### src/sv/lsu_pkg.sv
`timescale 1ns / 1ps
// Shared types, operation codes and helpers of the logic and shift unit.
package lsu_pkg;

   typedef enum logic [3:0] {
      FUNC_TEST  = 4'd0,
      FUNC_AND   = 4'd1,
      FUNC_XOR   = 4'd2,
      FUNC_OR    = 4'd3,
      FUNC_SAR   = 4'd4,
      FUNC_SHL   = 4'd5,
      FUNC_SHR   = 4'd6,
      FUNC_SETCC = 4'd7,
      FUNC_NOT   = 4'd8
   } func_type;

   localparam logic [1:0] WIDTH_BYTE  = 2'd0;
   localparam logic [1:0] WIDTH_WORD  = 2'd1;
   localparam logic [1:0] WIDTH_DWORD = 2'd2;

   localparam logic [2:0] CC_O  = 3'd0;
   localparam logic [2:0] CC_B  = 3'd1;
   localparam logic [2:0] CC_E  = 3'd2;
   localparam logic [2:0] CC_BE = 3'd3;
   localparam logic [2:0] CC_S  = 3'd4;
   localparam logic [2:0] CC_P  = 3'd5;
   localparam logic [2:0] CC_L  = 3'd6;
   localparam logic [2:0] CC_LE = 3'd7;

   localparam int SETCC_KEEP_SHIFT = 8;

   typedef struct packed {
      logic [3:0]  func;
      logic [1:0]  width_code;
      logic [31:0] dest;
      logic [31:0] src;
      logic [31:0] dest_ext;
      logic [4:0]  count;
      logic        cond_true;
      logic        cf;
      logic        of;
      logic        zf;
      logic        sf;
   } dec_type;

   typedef struct packed {
      logic [1:0]  width_code;
      logic [31:0] result;
      logic        write_back;
      logic        set_zf_sf;
      logic        cf;
      logic        of;
      logic        zf;
      logic        sf;
   } exe_type;

   typedef struct packed {
      logic [31:0] result;
      logic        write_back;
      logic        cf;
      logic        of;
      logic        zf;
      logic        sf;
   } rsp_type;

   function automatic logic [31:0] width_mask(input logic [1:0] wc);
      logic [31:0] m;
      case (wc)
         WIDTH_BYTE: m = 32'h0000_00ff;
         WIDTH_WORD: m = 32'h0000_ffff;
         default:    m = 32'hffff_ffff;
      endcase
      return m;
   endfunction

endpackage

### src/sv/lsu_decode.sv
`timescale 1ns / 1ps
// First stage: operand masking, sign extension and condition evaluation.
module lsu_decode (
   input  logic               clock,
   input  logic               reset,
   input  logic               advance,
   input  logic               in_valid,
   input  logic [3:0]         func,
   input  logic [31:0]        dest_value,
   input  logic [31:0]        src_value,
   input  logic [1:0]         width_code,
   input  logic [3:0]         cond_code,
   input  logic               cf_in,
   input  logic               of_in,
   input  logic               zf_in,
   input  logic               sf_in,
   input  logic               pf_in,
   output logic               out_valid,
   output lsu_pkg::dec_type   out_data
);

   logic              valid_ff;
   logic              valid_in;
   lsu_pkg::dec_type  data_ff;
   lsu_pkg::dec_type  data_in;
   logic [31:0]       mask;
   logic [31:0]       dest_masked;
   logic              sign;
   logic              cond_base;

   always_comb begin
      mask        = lsu_pkg::width_mask(width_code);
      dest_masked = dest_value & mask;
      case (width_code)
         lsu_pkg::WIDTH_BYTE: sign = dest_value[7];
         lsu_pkg::WIDTH_WORD: sign = dest_value[15];
         default:             sign = dest_value[31];
      endcase
      case (cond_code[3:1])
         lsu_pkg::CC_O:  cond_base = of_in;
         lsu_pkg::CC_B:  cond_base = cf_in;
         lsu_pkg::CC_E:  cond_base = zf_in;
         lsu_pkg::CC_BE: cond_base = cf_in | zf_in;
         lsu_pkg::CC_S:  cond_base = sf_in;
         lsu_pkg::CC_P:  cond_base = pf_in;
         lsu_pkg::CC_L:  cond_base = sf_in ^ of_in;
         default:        cond_base = zf_in | (sf_in ^ of_in);
      endcase
      data_in.func       = func;
      data_in.width_code = width_code;
      data_in.dest       = dest_masked;
      data_in.src        = src_value & mask;
      data_in.dest_ext   = sign ? (dest_masked | ~mask) : dest_masked;
      data_in.count      = src_value[4:0];
      data_in.cond_true  = cond_base ^ cond_code[0];
      data_in.cf         = cf_in;
      data_in.of         = of_in;
      data_in.zf         = zf_in;
      data_in.sf         = sf_in;
      valid_in           = in_valid;
   end

   always_ff @(posedge clock) begin
      if (reset) begin
         valid_ff <= 1'b0;
      end else if (advance) begin
         valid_ff <= valid_in;
      end
   end

   always_ff @(posedge clock) begin
      if (advance) begin
         data_ff <= data_in;
      end
   end

   assign out_valid = valid_ff;
   assign out_data  = data_ff;

endmodule

### src/sv/lsu_execute.sv
`timescale 1ns / 1ps
// Second stage: logic operations, barrel shifter and result selection.
module lsu_execute (
   input  logic               clock,
   input  logic               reset,
   input  logic               advance,
   input  logic               in_valid,
   input  lsu_pkg::dec_type   in_data,
   output logic               out_valid,
   output lsu_pkg::exe_type   out_data
);

   logic              valid_ff;
   lsu_pkg::exe_type  data_ff;
   lsu_pkg::exe_type  data_in;
   logic [31:0]       raw;

   always_comb begin
      raw                = in_data.dest;
      data_in.write_back = 1'b1;
      data_in.set_zf_sf  = 1'b0;
      data_in.cf         = in_data.cf;
      data_in.of         = in_data.of;
      data_in.zf         = in_data.zf;
      data_in.sf         = in_data.sf;
      case (in_data.func)
         lsu_pkg::FUNC_TEST: begin
            raw                = in_data.dest & in_data.src;
            data_in.write_back = 1'b0;
            data_in.cf         = 1'b0;
            data_in.of         = 1'b0;
            data_in.set_zf_sf  = 1'b1;
         end
         lsu_pkg::FUNC_AND: begin
            raw               = in_data.dest & in_data.src;
            data_in.cf        = 1'b0;
            data_in.of        = 1'b0;
            data_in.set_zf_sf = 1'b1;
         end
         lsu_pkg::FUNC_XOR: begin
            raw               = in_data.dest ^ in_data.src;
            data_in.cf        = 1'b0;
            data_in.of        = 1'b0;
            data_in.set_zf_sf = 1'b1;
         end
         lsu_pkg::FUNC_OR: begin
            raw               = in_data.dest | in_data.src;
            data_in.cf        = 1'b0;
            data_in.of        = 1'b0;
            data_in.set_zf_sf = 1'b1;
         end
         lsu_pkg::FUNC_SAR: begin
            raw               = $unsigned($signed(in_data.dest_ext) >>> in_data.count);
            data_in.set_zf_sf = 1'b1;
         end
         lsu_pkg::FUNC_SHL: begin
            raw               = in_data.dest << in_data.count;
            data_in.set_zf_sf = 1'b1;
         end
         lsu_pkg::FUNC_SHR: begin
            raw               = in_data.dest >> in_data.count;
            data_in.set_zf_sf = 1'b1;
         end
         lsu_pkg::FUNC_SETCC: begin
            raw = {in_data.dest[31:lsu_pkg::SETCC_KEEP_SHIFT],
                   {(lsu_pkg::SETCC_KEEP_SHIFT - 1){1'b0}}, in_data.cond_true};
         end
         lsu_pkg::FUNC_NOT: begin
            raw = ~in_data.dest;
         end
         default: begin
            raw                = in_data.dest;
            data_in.write_back = 1'b0;
         end
      endcase
      data_in.result     = raw & lsu_pkg::width_mask(in_data.width_code);
      data_in.width_code = in_data.width_code;
   end

   always_ff @(posedge clock) begin
      if (reset) begin
         valid_ff <= 1'b0;
      end else if (advance) begin
         valid_ff <= in_valid;
      end
   end

   always_ff @(posedge clock) begin
      if (advance) begin
         data_ff <= data_in;
      end
   end

   assign out_valid = valid_ff;
   assign out_data  = data_ff;

endmodule

### src/sv/lsu_flags.sv
`timescale 1ns / 1ps
// Third stage: zero and sign flag generation and the output register.
module lsu_flags (
   input  logic               clock,
   input  logic               reset,
   input  logic               advance,
   input  logic               in_valid,
   input  lsu_pkg::exe_type   in_data,
   output logic               out_valid,
   output lsu_pkg::rsp_type   out_data
);

   logic              valid_ff;
   lsu_pkg::rsp_type  data_ff;
   lsu_pkg::rsp_type  data_in;
   logic              sign;

   always_comb begin
      case (in_data.width_code)
         lsu_pkg::WIDTH_BYTE: sign = in_data.result[7];
         lsu_pkg::WIDTH_WORD: sign = in_data.result[15];
         default:             sign = in_data.result[31];
      endcase
      data_in.result     = in_data.result;
      data_in.write_back = in_data.write_back;
      data_in.cf         = in_data.cf;
      data_in.of         = in_data.of;
      data_in.zf         = in_data.set_zf_sf ? (in_data.result == 32'd0) : in_data.zf;
      data_in.sf         = in_data.set_zf_sf ? sign : in_data.sf;
   end

   always_ff @(posedge clock) begin
      if (reset) begin
         valid_ff <= 1'b0;
      end else if (advance) begin
         valid_ff <= in_valid;
      end
   end

   always_ff @(posedge clock) begin
      if (advance) begin
         data_ff <= data_in;
      end
   end

   assign out_valid = valid_ff;
   assign out_data  = data_ff;

endmodule

### src/sv/x86_logic_shift_unit_top.sv
`timescale 1ns / 1ps
// Top level of the x86 logic and shift unit: three-stage execute pipeline.
//
// The req_ channel carries one instruction per beat: function, operands, width,
// condition code and the current flags. The rsp_ channel returns one beat per
// instruction with the truncated result, the write-back enable and new flags.
// Both channels use a valid/ready handshake.
// The pipeline has three register stages: operand decode, logic and barrel
// shift, then flag generation into the output register. A beat accepted
// into the decode register moves on to the execute register and then to the
// flags register, from which it is offered on rsp_.
// One beat is accepted per cycle while req_ready is high; the sustained rate
// is one instruction per clock cycle while the receiver keeps rsp_ready high.
// When the receiver holds rsp_ready low with a result waiting, the whole
// pipeline freezes and req_ready drops; nothing is lost or repeated.
// Reset, synchronous and active high, empties all stages; the block takes a
// beat in the first cycle after reset is released.
module x86_logic_shift_unit_top (
   input  logic        clock,
   input  logic        reset,
   input  logic        req_valid,
   output logic        req_ready,
   input  logic [3:0]  req_func,
   input  logic [31:0] req_dest_value,
   input  logic [31:0] req_src_value,
   input  logic [1:0]  req_width_code,
   input  logic [3:0]  req_cond_code,
   input  logic        req_cf_in,
   input  logic        req_of_in,
   input  logic        req_zf_in,
   input  logic        req_sf_in,
   input  logic        req_pf_in,
   output logic        rsp_valid,
   input  logic        rsp_ready,
   output logic [31:0] rsp_result,
   output logic        rsp_write_back,
   output logic        rsp_cf_out,
   output logic        rsp_of_out,
   output logic        rsp_zf_out,
   output logic        rsp_sf_out
);

   logic              advance;
   logic              dec_valid;
   lsu_pkg::dec_type  dec_data;
   logic              exe_valid;
   lsu_pkg::exe_type  exe_data;
   logic              out_valid;
   lsu_pkg::rsp_type  out_data;

   assign advance   = !out_valid || rsp_ready;
   assign req_ready = advance;

   lsu_decode u_decode (
      .clock      (clock),
      .reset      (reset),
      .advance    (advance),
      .in_valid   (req_valid),
      .func       (req_func),
      .dest_value (req_dest_value),
      .src_value  (req_src_value),
      .width_code (req_width_code),
      .cond_code  (req_cond_code),
      .cf_in      (req_cf_in),
      .of_in      (req_of_in),
      .zf_in      (req_zf_in),
      .sf_in      (req_sf_in),
      .pf_in      (req_pf_in),
      .out_valid  (dec_valid),
      .out_data   (dec_data)
   );

   lsu_execute u_execute (
      .clock     (clock),
      .reset     (reset),
      .advance   (advance),
      .in_valid  (dec_valid),
      .in_data   (dec_data),
      .out_valid (exe_valid),
      .out_data  (exe_data)
   );

   lsu_flags u_flags (
      .clock     (clock),
      .reset     (reset),
      .advance   (advance),
      .in_valid  (exe_valid),
      .in_data   (exe_data),
      .out_valid (out_valid),
      .out_data  (out_data)
   );

   assign rsp_valid      = out_valid;
   assign rsp_result     = out_data.result;
   assign rsp_write_back = out_data.write_back;
   assign rsp_cf_out     = out_data.cf;
   assign rsp_of_out     = out_data.of;
   assign rsp_zf_out     = out_data.zf;
   assign rsp_sf_out     = out_data.sf;

endmodule
### config.mk
export PLATFORM = sky130hd
export DESIGN_NAME = x86_logic_shift_unit_top
export DESIGN_NICKNAME = d
export VERILOG_FILES = /design/src/sv/lsu_pkg.sv /design/src/sv/lsu_decode.sv /design/src/sv/lsu_execute.sv /design/src/sv/lsu_flags.sv /design/src/sv/x86_logic_shift_unit_top.sv
export SDC_FILE = /design/constraint.sdc
export NUM_CORES = 1
export LEC_CHECK = 0
export ABC_AREA = 1
export BUFFER_PORTS_ARGS = -buffer_cell sky130_fd_sc_hd__buf_4
export CAP_MARGIN = 20
export CORE_MARGIN = 2
export CORE_UTILIZATION = 48
export CTS_CLUSTER_DIAMETER = 50
export DETAILED_ROUTE_END_ITERATION = 10
export PLACE_DENSITY = 0.66
export SLEW_MARGIN = 20
export SYNTH_ARGS = -nofsm -noshare
export SYNTH_HDL_FRONTEND = slang
export SYNTH_HIERARCHICAL = 1
export SYNTH_SLANG_ARGS = --single-unit
### constraint.sdc
create_clock -name clock -period 9.3 [get_ports clock]
set_input_delay 0.465 -clock clock [delete_from_list [all_inputs] [get_ports clock]]
set_output_delay 0.465 -clock clock [all_outputs]
set_load 0.01 [all_outputs]
**Word-level counts from Yosys, hierarchy flattened**

Index checks and enable logic that the tools add are counted.

- Shifts and indexed selects: 3
- Multiply operators: 0
- Equality and inequality tests: 17
- Reductions and logical operators: 12
- Add/subtract/negate cells: 0
- Divide/modulo/power cells: 0
- Bitwise operators: 13
- $lt $le $gt $ge: 0
- Multiplexer cells: 11

Operators with widths:

| kind | number |
|---|---|
| $pmux 32 s8 | 1 |
| $and 32x32->32 | 4 |
| $pmux 32 s2 | 2 |
| $not 32->32 | 2 |
| $or 32x32->32 | 2 |
| $logic_not 32->1 | 1 |
| $mux 32 | 1 |
| $shl 32x5->32 | 1 |
| $shr 32x5->32 | 1 |
| $sshr 32x5->32 | 1 |
| $xor 32x32->32 | 1 |
| $eq 4x3->1 const B | 4 |
| $eq 3x3->1 const B | 3 |
| $eq 4x2->1 const B | 2 |
| $reduce_or 8->1 | 1 |
| $pmux 1 s7 | 1 |
| $reduce_or 7->1 | 1 |
| $eq 2x1->1 const B | 3 |
| $eq 3x2->1 const B | 2 |
| $logic_not 2->1 | 3 |
| $eq 4x1->1 const B | 1 |
| $eq 4x4->1 const B | 1 |
| $logic_not 4->1 | 1 |
| $mux 1 | 4 |
| 9 further kinds | 12 |

- Memory bits (writable): 0
- Memories: 0
- Logic and storage cells: 84
- Bits in read-only memories: 0
- Output and inout bits: 39
- Latch bits: 0
- Register bits: 192
- Input port bits: 83

**Longest topological paths before layout**

Gate-level depths: netlist of the first run.

- Depth after elaboration: 5
- Depth in mapped cells: 14
- Mapped depth without buffers: 13

**By module**

Netlist of the first run, hierarchy kept.

Modules (own cells, without submodules):

| module | cells each | area an instance (sq um) | times used |
|---|---|---|---|
| lsu_execute | 1,638 | 8,909.8 | 1 |
| lsu_decode | 275 | 3,772.4 | 1 |
| lsu_flags | 77 | 1,318.8 | 1 |
| x86_logic_shift_unit_top | 2 | 7.5 | 1 |

**Worst setup path after synthesis of the first run**

OpenSTA, ideal clock, no wires.

- Kind: input -> register
- Start point: input port rsp_ready
- End point: register u_decode.valid_ff (netlist: u_decode/out_valid)
- Cell stages on the path: 4
- Library setup time: 138 ps
- Arrival: 4,843 ps
- Setup slack: 4,319 ps
- Cell sequence: inv_1 -> nand2_1 -> mux2i_1 -> nor2_1

- Word-level cells in the longest chain between the ends: 1

RTL lines:

| item | line | RTL |
|---|---|---|
| start, declared | x86_logic_shift_unit_top.sv:34 | `input logic rsp_ready,` |
| $logic_or 1x1->1 | x86_logic_shift_unit_top.sv:51 | `assign advance = !out_valid \|\| rsp_ready;` |
| via req_ready | x86_logic_shift_unit_top.sv:22 | `output logic req_ready,` |
| end signal, assigned | lsu_decode.sv:67 | `valid_ff <= valid_in;` |
| end, declared | lsu_decode.sv:22 | `logic valid_ff;` |

The timed path passes the listed nets, and every way through them passes these cells.
A chain may end at the register's enable or synchronous reset.

==> metrics.md, run 1 <==
| Metric | Value |
|---|---|
| Area grow syn2layout | `10.5%` |
| Cell Pwr Density | `150 nW/um^2` |
| Hold Fails Final Rpt | `0` |
| Longest Clk Path Bufs | `2` |
| Worst-margin pin slew | `1.21 ns` |
| Fmax | `276 MHz` |
| Clk_skew | `0.0159 ns` |
| Yosys warnings | `6` |
| HP Class | `in -> reg` |
| # port buffers | `121` |
| RR Startpoint | `u_decode/out_data[43]` |
| Largest net degree at the start of global routing | `99` |
| H-Tree Level Count | `4` |
| Post-CTS Hold Fix Bufs | `0` |
| Overflow after GRT | `0` |
| Worst path cell trace | `buf_4 > inv_2 > buf_4 > nand3_1 > nand3_1 > nand3_1 > o21ai_1 > o211ai_1 > nand2_1 > inv_1` |
| Diode count | `0` |
| Worst path max stage delay | `0.79 ns` |
| Area share of the largest cell type after synthesis | `37.7%` |
| Worst hold path stage count | `2` |
| Post-synth top area cell | `edfxtp_1` |
| Maximum VDD drop | `120 uV` |
| Max-slew headroom | `19.6%` |
| Site Rows | `62` |
| Result of the run | `finished clean` |
| Post-DP HPWL | `37,200 um` |
| CTS resizes | `0` |
| Post-CTS Setup Bufs | `0` |
| Syn Inst Count | `1,992` |
| Die ar. | `30,600 sq um` |
| Starting Density | `48.8%` |
| DRT iter0 DRCs | `1,924` |
| Layout cells sized above 1 | `10.1%` |
| Initial antenna violation count | `0` |
| I/O pins | `122` |
| Max-cap violations | `0` |
| Critical path capture point type | `flop` |
| Num CTS Buffers | `17` |
| CP top delay family | `buffers and inverters` |
| Clock root buffer | `clkbuf_16` |
| Worst R2R Setup Slack | `5.68 ns` |
| DRC viols | `0` |
| Drt pass-1 iters | `7` |
| Avg Cell Area, Syn | `7.03 sq um` |
| Leakage | `7.36 nW` |
| Final period util | `38.9%` |
| CP max stage cell | `buf_4` |
| Yosys reg bits | `179` |
| CP Class | `reg -> reg` |
| Non-Filler Instances | `2,419` |
| CTS sink cnt | `179` |
| CP Launch Type | `flop` |
| All-Layer GR Usage | `34.0%` |
| Crit-path most repeated cell | `nand3_1` |
| Worst EP required | `9.63 ns` |
| Post-Syn Area | `14,000 sq um` |
| # placed instances | `2,389` |
| Setup TNS | `0 ns` |
| Max Slew Vio Count | `0` |
| Placer Congestion | `0.987` |
| Endpoint, Worst Hold | `u_decode/out_valid` |
| R2R cell count | `10` |
| HP Start | `reset` |
| RSZ-0062 raised after global routing | `no` |
| Cell variety after synth | `38` |
| CP bufs+invs | `4` |
| Period minus WS final | `3.62 ns` |
| CTS tree | `built` |
| Main area contributors after synthesis | `edfxtp_1, nand3_1, nand2_1` |
| PnR Total Power | `0.00233 W` |
| CP arrival | `3.95 ns` |
| Clk_lat worst skew | `0.46 ns` |
| Global-route wire length before repair | `78,100 um` |
| Sequential area share after synthesis | `38.2%` |
| Core outline area | `28,700 sq um` |
| DRT antenna net count | `0` |
| Via count | `14.5k` |
| Nets | `2,171` |
| Die height | `175 um` |
| Mapped Nets | `2,139` |
| RR Endpoint | `u_execute/out_data[37]` |
| Final-report setup violation count | `0` |
| Clock slew at reported path FFs | `0.07 ns` |
| Via/cell ratio | `5.99` |
| CP max FO | `94` |
| WL final | `52,200 um` |
| Vias in the first global route | `13.4k` |
| DR WL/cell | `21.6 um` |
| Die width | `175 um` |
[power breakdown]
group	internal (W)	total, W	switching (W)
Clock	0.000400	0.000735	0.000335
Combinational	0.000182	0.000553	0.000371
Sequential	0.000968	0.00104	0.0000707
[worst max-delay path by stage]
stage | start | to | slack (ns) | depth (start not counted)
after global routing | u_decode/out_data[43] | u_execute/out_data[35] | 5.54 | 12
after CTS | u_decode/out_data[43] | u_execute/out_data[36] | 5.81 | 10
after detailed placement | u_decode/out_data[43] | u_execute/out_data[36] | 5.83 | 10
final | u_decode/out_data[43] | u_execute/out_data[37] | 5.68 | 10
after floorplan | rsp_ready | u_decode/out_valid | 4.32 | 4
after global placement | u_decode/out_data[43] | u_execute/out_data[36] | 5.81 | 10
[per-stage QoR]
stage               utilization (%)  setup slack [ns]  hold WS (ns)  area (sq um)
floorplan                         -              4.32         0.400         14000
global placement               51.9              5.81         0.404         14900
detailed placement             51.9              5.83         0.416         14900
CTS                            53.9              5.81         0.157         15500
global route                   53.9              5.54         0.163         15500
finish                         53.9              5.68         0.173         15500
[layout make-up]
type / count / area (sq um)
fillers: 2914 / 13200
flip-flops and latches: 179 / 5350
clock buffers: 18 / 429
clock inverters: 12 / 149
inverters: 177 / 667
well taps: 384 / 480
repair buffers: 137 / 1030
multi-input cells: 1512 / 7380
[registers in the layout (all words and copies together) (netlist names)]
signal               flops
u_decode/out_valid       1
u_flags/out_data        37
u_execute/out_data      40
u_execute/out_valid      1
u_decode/out_data       99
u_flags/out_valid        1
[Yosys cell counts, drive strengths merged]
master / number
and2: 1
or2: 6
nor3b: 4
nor3: 4
clkbuf: 41
ha: 64
a21oi: 38
nand4: 29
nand3b: 2
o21ai: 79
nand2: 502
o2111ai: 1
buf: 83
edfxtp: 176
nor2: 205
nand3: 564
mux2i: 3
a21boi: 1
o211ai: 7
and3: 1
dfxtp: 3
a31oi: 1
inv: 177
[worst register-to-register path, cell delays in order (launching register included)]
cell and delay (ns):
edfxtp_1 0.32, buf_4 0.79, inv_2 0.60, buf_4 0.49, nand3_1 0.27, nand3_1 0.12
nand3_1 0.14, o21ai_1 0.09, o211ai_1 0.39, nand2_1 0.19, inv_1 0.09
[metal layers]
metal | part of all wire (%) | wire (um) | up-vias | track usage (%)
met1 | 40 | 20900 | 6762 | 44.1
met4 | 3.9 | 2030 | 0 | 13.9
met2 | 48 | 25000 | 827 | 56.6
li1 | - | - | 6782 | -
met3 | 8.1 | 4250 | 121 | 5.46
met5 | 0 | 0 | - | 0
[logic make-up (layout without fill, tap and decap cells)]
logic type | count (synthesis) | in the layout | synth area share [%]
adders and majority gates | 64 | 64 | 5.72
muxes | 3 | 3 | 0.214
buffers and inverters | 301 | 344 | 9.24
DFF | 179 | 179 | 38.2
and+or+nand+nor | 1318 | 1318 | 41.9
AOI/OAI and AO/OA | 127 | 127 | 4.80
[cells in the final DEF (no fill, tap or decap), drive strengths merged, types with 7 or more instances in the layout]
cell	netlist	layout
buf	83	137
o211ai	7	7
o21ai	79	79
clkbuf	41	18
nand4	29	29
nand2	502	502
a21oi	38	38
ha	64	64
nor2	205	205
nand3	564	564
edfxtp	176	176
inv	177	182
Note: power is estimated with default switching activity, not from simulation.
==> inputs of run 2 (changes only) <==
Clock period 9.3 ns to 3.6 ns, I/O delays scaled along.
==> metrics.md, run 2 (same netlist as run 1, synthesis figures left out) <==
| Metric | Value |
|---|---|
| HP Start | `req_dest_value[21] (was reset)` |
| Clock slew at reported path FFs | `0.07 ns (about the same)` |
| Via count | `14.9k (was 14.5k)` |
| RR Startpoint | `u_decode/out_data[43] (unchanged)` |
| CP Launch Type | `flop (unchanged)` |
| Final core utilization | `56.1% (was 53.9%)` |
| Endpoint, Worst Hold | `u_decode/out_data[95] (was u_decode/out_valid)` |
| Clk_skew | `0.0126 ns (was 0.0159 ns)` |
| Layout cells sized above 1 | `10.5% (was 10.1%)` |
| CP Class | `reg -> reg (unchanged)` |
| Via/cell ratio | `5.99 (about the same)` |
| R2R cell count | `8 (was 10)` |
| Setup TNS | `0 ns (unchanged)` |
| Nets | `2,235 (was 2,171)` |
| Clock root buffer | `clkbuf_16 (unchanged)` |
| Period minus WS final | `2.77 ns (was 3.62 ns)` |
| Hold Fails Final Rpt | `0 (unchanged)` |
| Vias in the first global route | `13.7k (was 13.4k)` |
| # port buffers | `121 (unchanged)` |
| Worst-margin pin slew | `1.09 ns (was 1.21 ns)` |
| Die height | `175 um (unchanged)` |
| Cell Pwr Density | `373 nW/um^2 (was 150 nW/um^2)` |
| CP arrival | `2.97 ns (was 3.95 ns)` |
| Starting Density | `48.8% (unchanged)` |
| DRC viols | `0 (unchanged)` |
| Final-report setup violation count | `0 (unchanged)` |
| Drt pass-1 iters | `9 (was 7)` |
| Footprint of the multi-input gates | `7390 sq um (was 7380 sq um)` |
| Max reg flops | `99 (unchanged)` |
| Number of fill cells in the layout | `2,786 (was 2,914)` |
| Clk_lat worst skew | `0.46 ns (about the same)` |
| Diode count | `0 (unchanged)` |
| Leakage | `7.63 nW (was 7.36 nW)` |
| Post-DP HPWL | `39,500 um (was 37,200 um)` |
| Initial antenna violation count | `2 (was 0)` |
| CTS tree | `built (unchanged)` |
| FF/Latch Area | `5350 sq um (unchanged)` |
| Worst R2R Setup Slack | `0.83 ns (was 5.68 ns)` |
| Result of the run | `finished clean (unchanged)` |
| Global-route wire length before repair | `80,600 um (was 78,100 um)` |
| Critical path capture point type | `flop (unchanged)` |
| CTS sink cnt | `179 (unchanged)` |
| DRT iter0 DRCs | `2,172 (was 1,924)` |
| Max Slew Vio Count | `0 (unchanged)` |
| Placer Congestion | `0.979 (was 0.987)` |
| Max-slew headroom | `27.5% (was 19.6%)` |
| Num CTS Buffers | `17 (unchanged)` |
| Maximum VDD drop | `333 uV (was 120 uV)` |
| H-Tree Level Count | `4 (unchanged)` |
| Worst EP required | `3.80 ns (was 9.63 ns)` |
| Die width | `175 um (unchanged)` |
| Longest Clk Path Bufs | `2 (unchanged)` |
| DRT antenna net count | `0 (unchanged)` |
| Worst hold path stage count | `3 (was 2)` |
| Most common cell after layout, fill and taps aside | `nand3_1 (unchanged)` |
| Site Rows | `62 (unchanged)` |
| DR WL/cell | `21.9 um (was 21.6 um)` |
| HP Class | `in -> reg (unchanged)` |
| Post-CTS Setup Bufs | `0 (unchanged)` |
| All-Layer GR Usage | `35.2% (was 34.0%)` |
| Final period util | `76.9% (was 38.9%)` |
| Fmax | `361 MHz (was 276 MHz)` |
| RSZ-0062 raised after global routing | `no (unchanged)` |
| Overflow after GRT | `0 (unchanged)` |
| Max-cap violations | `0 (unchanged)` |
| Die ar. | `30,600 sq um (unchanged)` |
| PnR Total Power | `0.00600 W (was 0.00233 W)` |
| WL final | `54,300 um (was 52,200 um)` |
| CP max FO | `93 (was 94)` |
| RR Endpoint | `u_execute/out_data[8] (was u_execute/out_data[37])` |
| Largest net degree at the start of global routing | `110 (was 99)` |
| Most frequent cells in the layout | `nand3_1, nand2_1, nor2_1, edfxtp_1, inv_1 (unchanged)` |
| Core outline area | `28,700 sq um (unchanged)` |
| Area grow syn2layout | `14.9% (was 10.5%)` |
| I/O pins | `122 (unchanged)` |
[run 2: cell count changes in the layout (fill, tap and decap cells not counted), sizes merged]
cell         delta
bufinv          -1
clkbuf          +1
clkinv          +3
buf            +17
inv             -2
clkinvlp        -1
dlygate4sd3    +47
[run 2: worst max path at each step]
stage	slack [ns]	startpoint	endpoint
6_report	0.83	u_decode/out_data[43]	u_execute/out_data[8]
5_1_grt	0.70	u_decode/out_data[43]	u_execute/out_data[8]
4_1_cts	0.96	u_decode/out_data[43]	u_execute/out_data[8]
3_5_place_dp	0.95	u_decode/out_data[43]	u_execute/out_data[8]
3_3_place_gp	0.99	u_decode/out_data[43]	u_execute/out_data[8]
2_1_floorplan	0.56	u_flags/out_valid	u_decode/out_valid
[run 2: cell type report]
class                   instances  area share, %
clock buffers                  19           2.69
clock inverters                11          0.661
flip-flops and latches        179           33.2
multi-input cells            1512           45.9
repair buffers                201           10.4
inverters                     177           4.14
well taps                     384           2.99
[run 2: critical path: stages, from the launching register on]
cell and delay [ns]:
edfxtp_1 0.37, buf_4 0.81, nand2_1 0.22, nand4_1 0.30
nor2_1 0.09, nor3_1 0.25, nand2_1 0.13, nor2_1 0.19
a21oi_1 0.09
[run 2: what timing repair did]
| item | 4_1_cts | 5_1_grt |
|---|---|---|
| hold buffers | 47 | 0 |
| hold endpoints to repair | 48 | 0 |
| gates resized for setup | 0 | 0 |
[run 2: metal layers]
metal | up-vias | global-route usage (%) | routed length, um
li1 | 6902 | - | -
met1 | 6930 | 45.0 | 21400
met2 | 880 | 58.3 | 25200
met3 | 154 | 7.62 | 5420
met4 | 0 | 13.7 | 2350
met5 | - | 0 | 0
[run 2: metrics by stage]
stage | setup slack (ns) | hold WS, ns | area (sq um) | cells
4_1_cts | 0.960 | 0.00337 | 16100 | 2483
2_1_floorplan | 0.562 | 0.252 | 14000 | 1992
3_5_place_dp | 0.954 | 0.360 | 15100 | 2406
6_report | 0.832 | 0.0209 | 16100 | 2483
5_1_grt | 0.704 | 0.0126 | 16100 | 2483
3_3_place_gp | 0.992 | 0.358 | 15100 | 2406
[run 2: report_power, final]
| part | total [W] | internal [W] | leakage (nW) | switching [W] |
|---|---|---|---|---|
| registers | 0.00270 | 0.00250 | 1.98 | 0.000200 |
| clock network | 0.00181 | 0.000952 | 0.263 | 0.000855 |
| logic | 0.00149 | 0.000522 | 5.39 | 0.000971 |
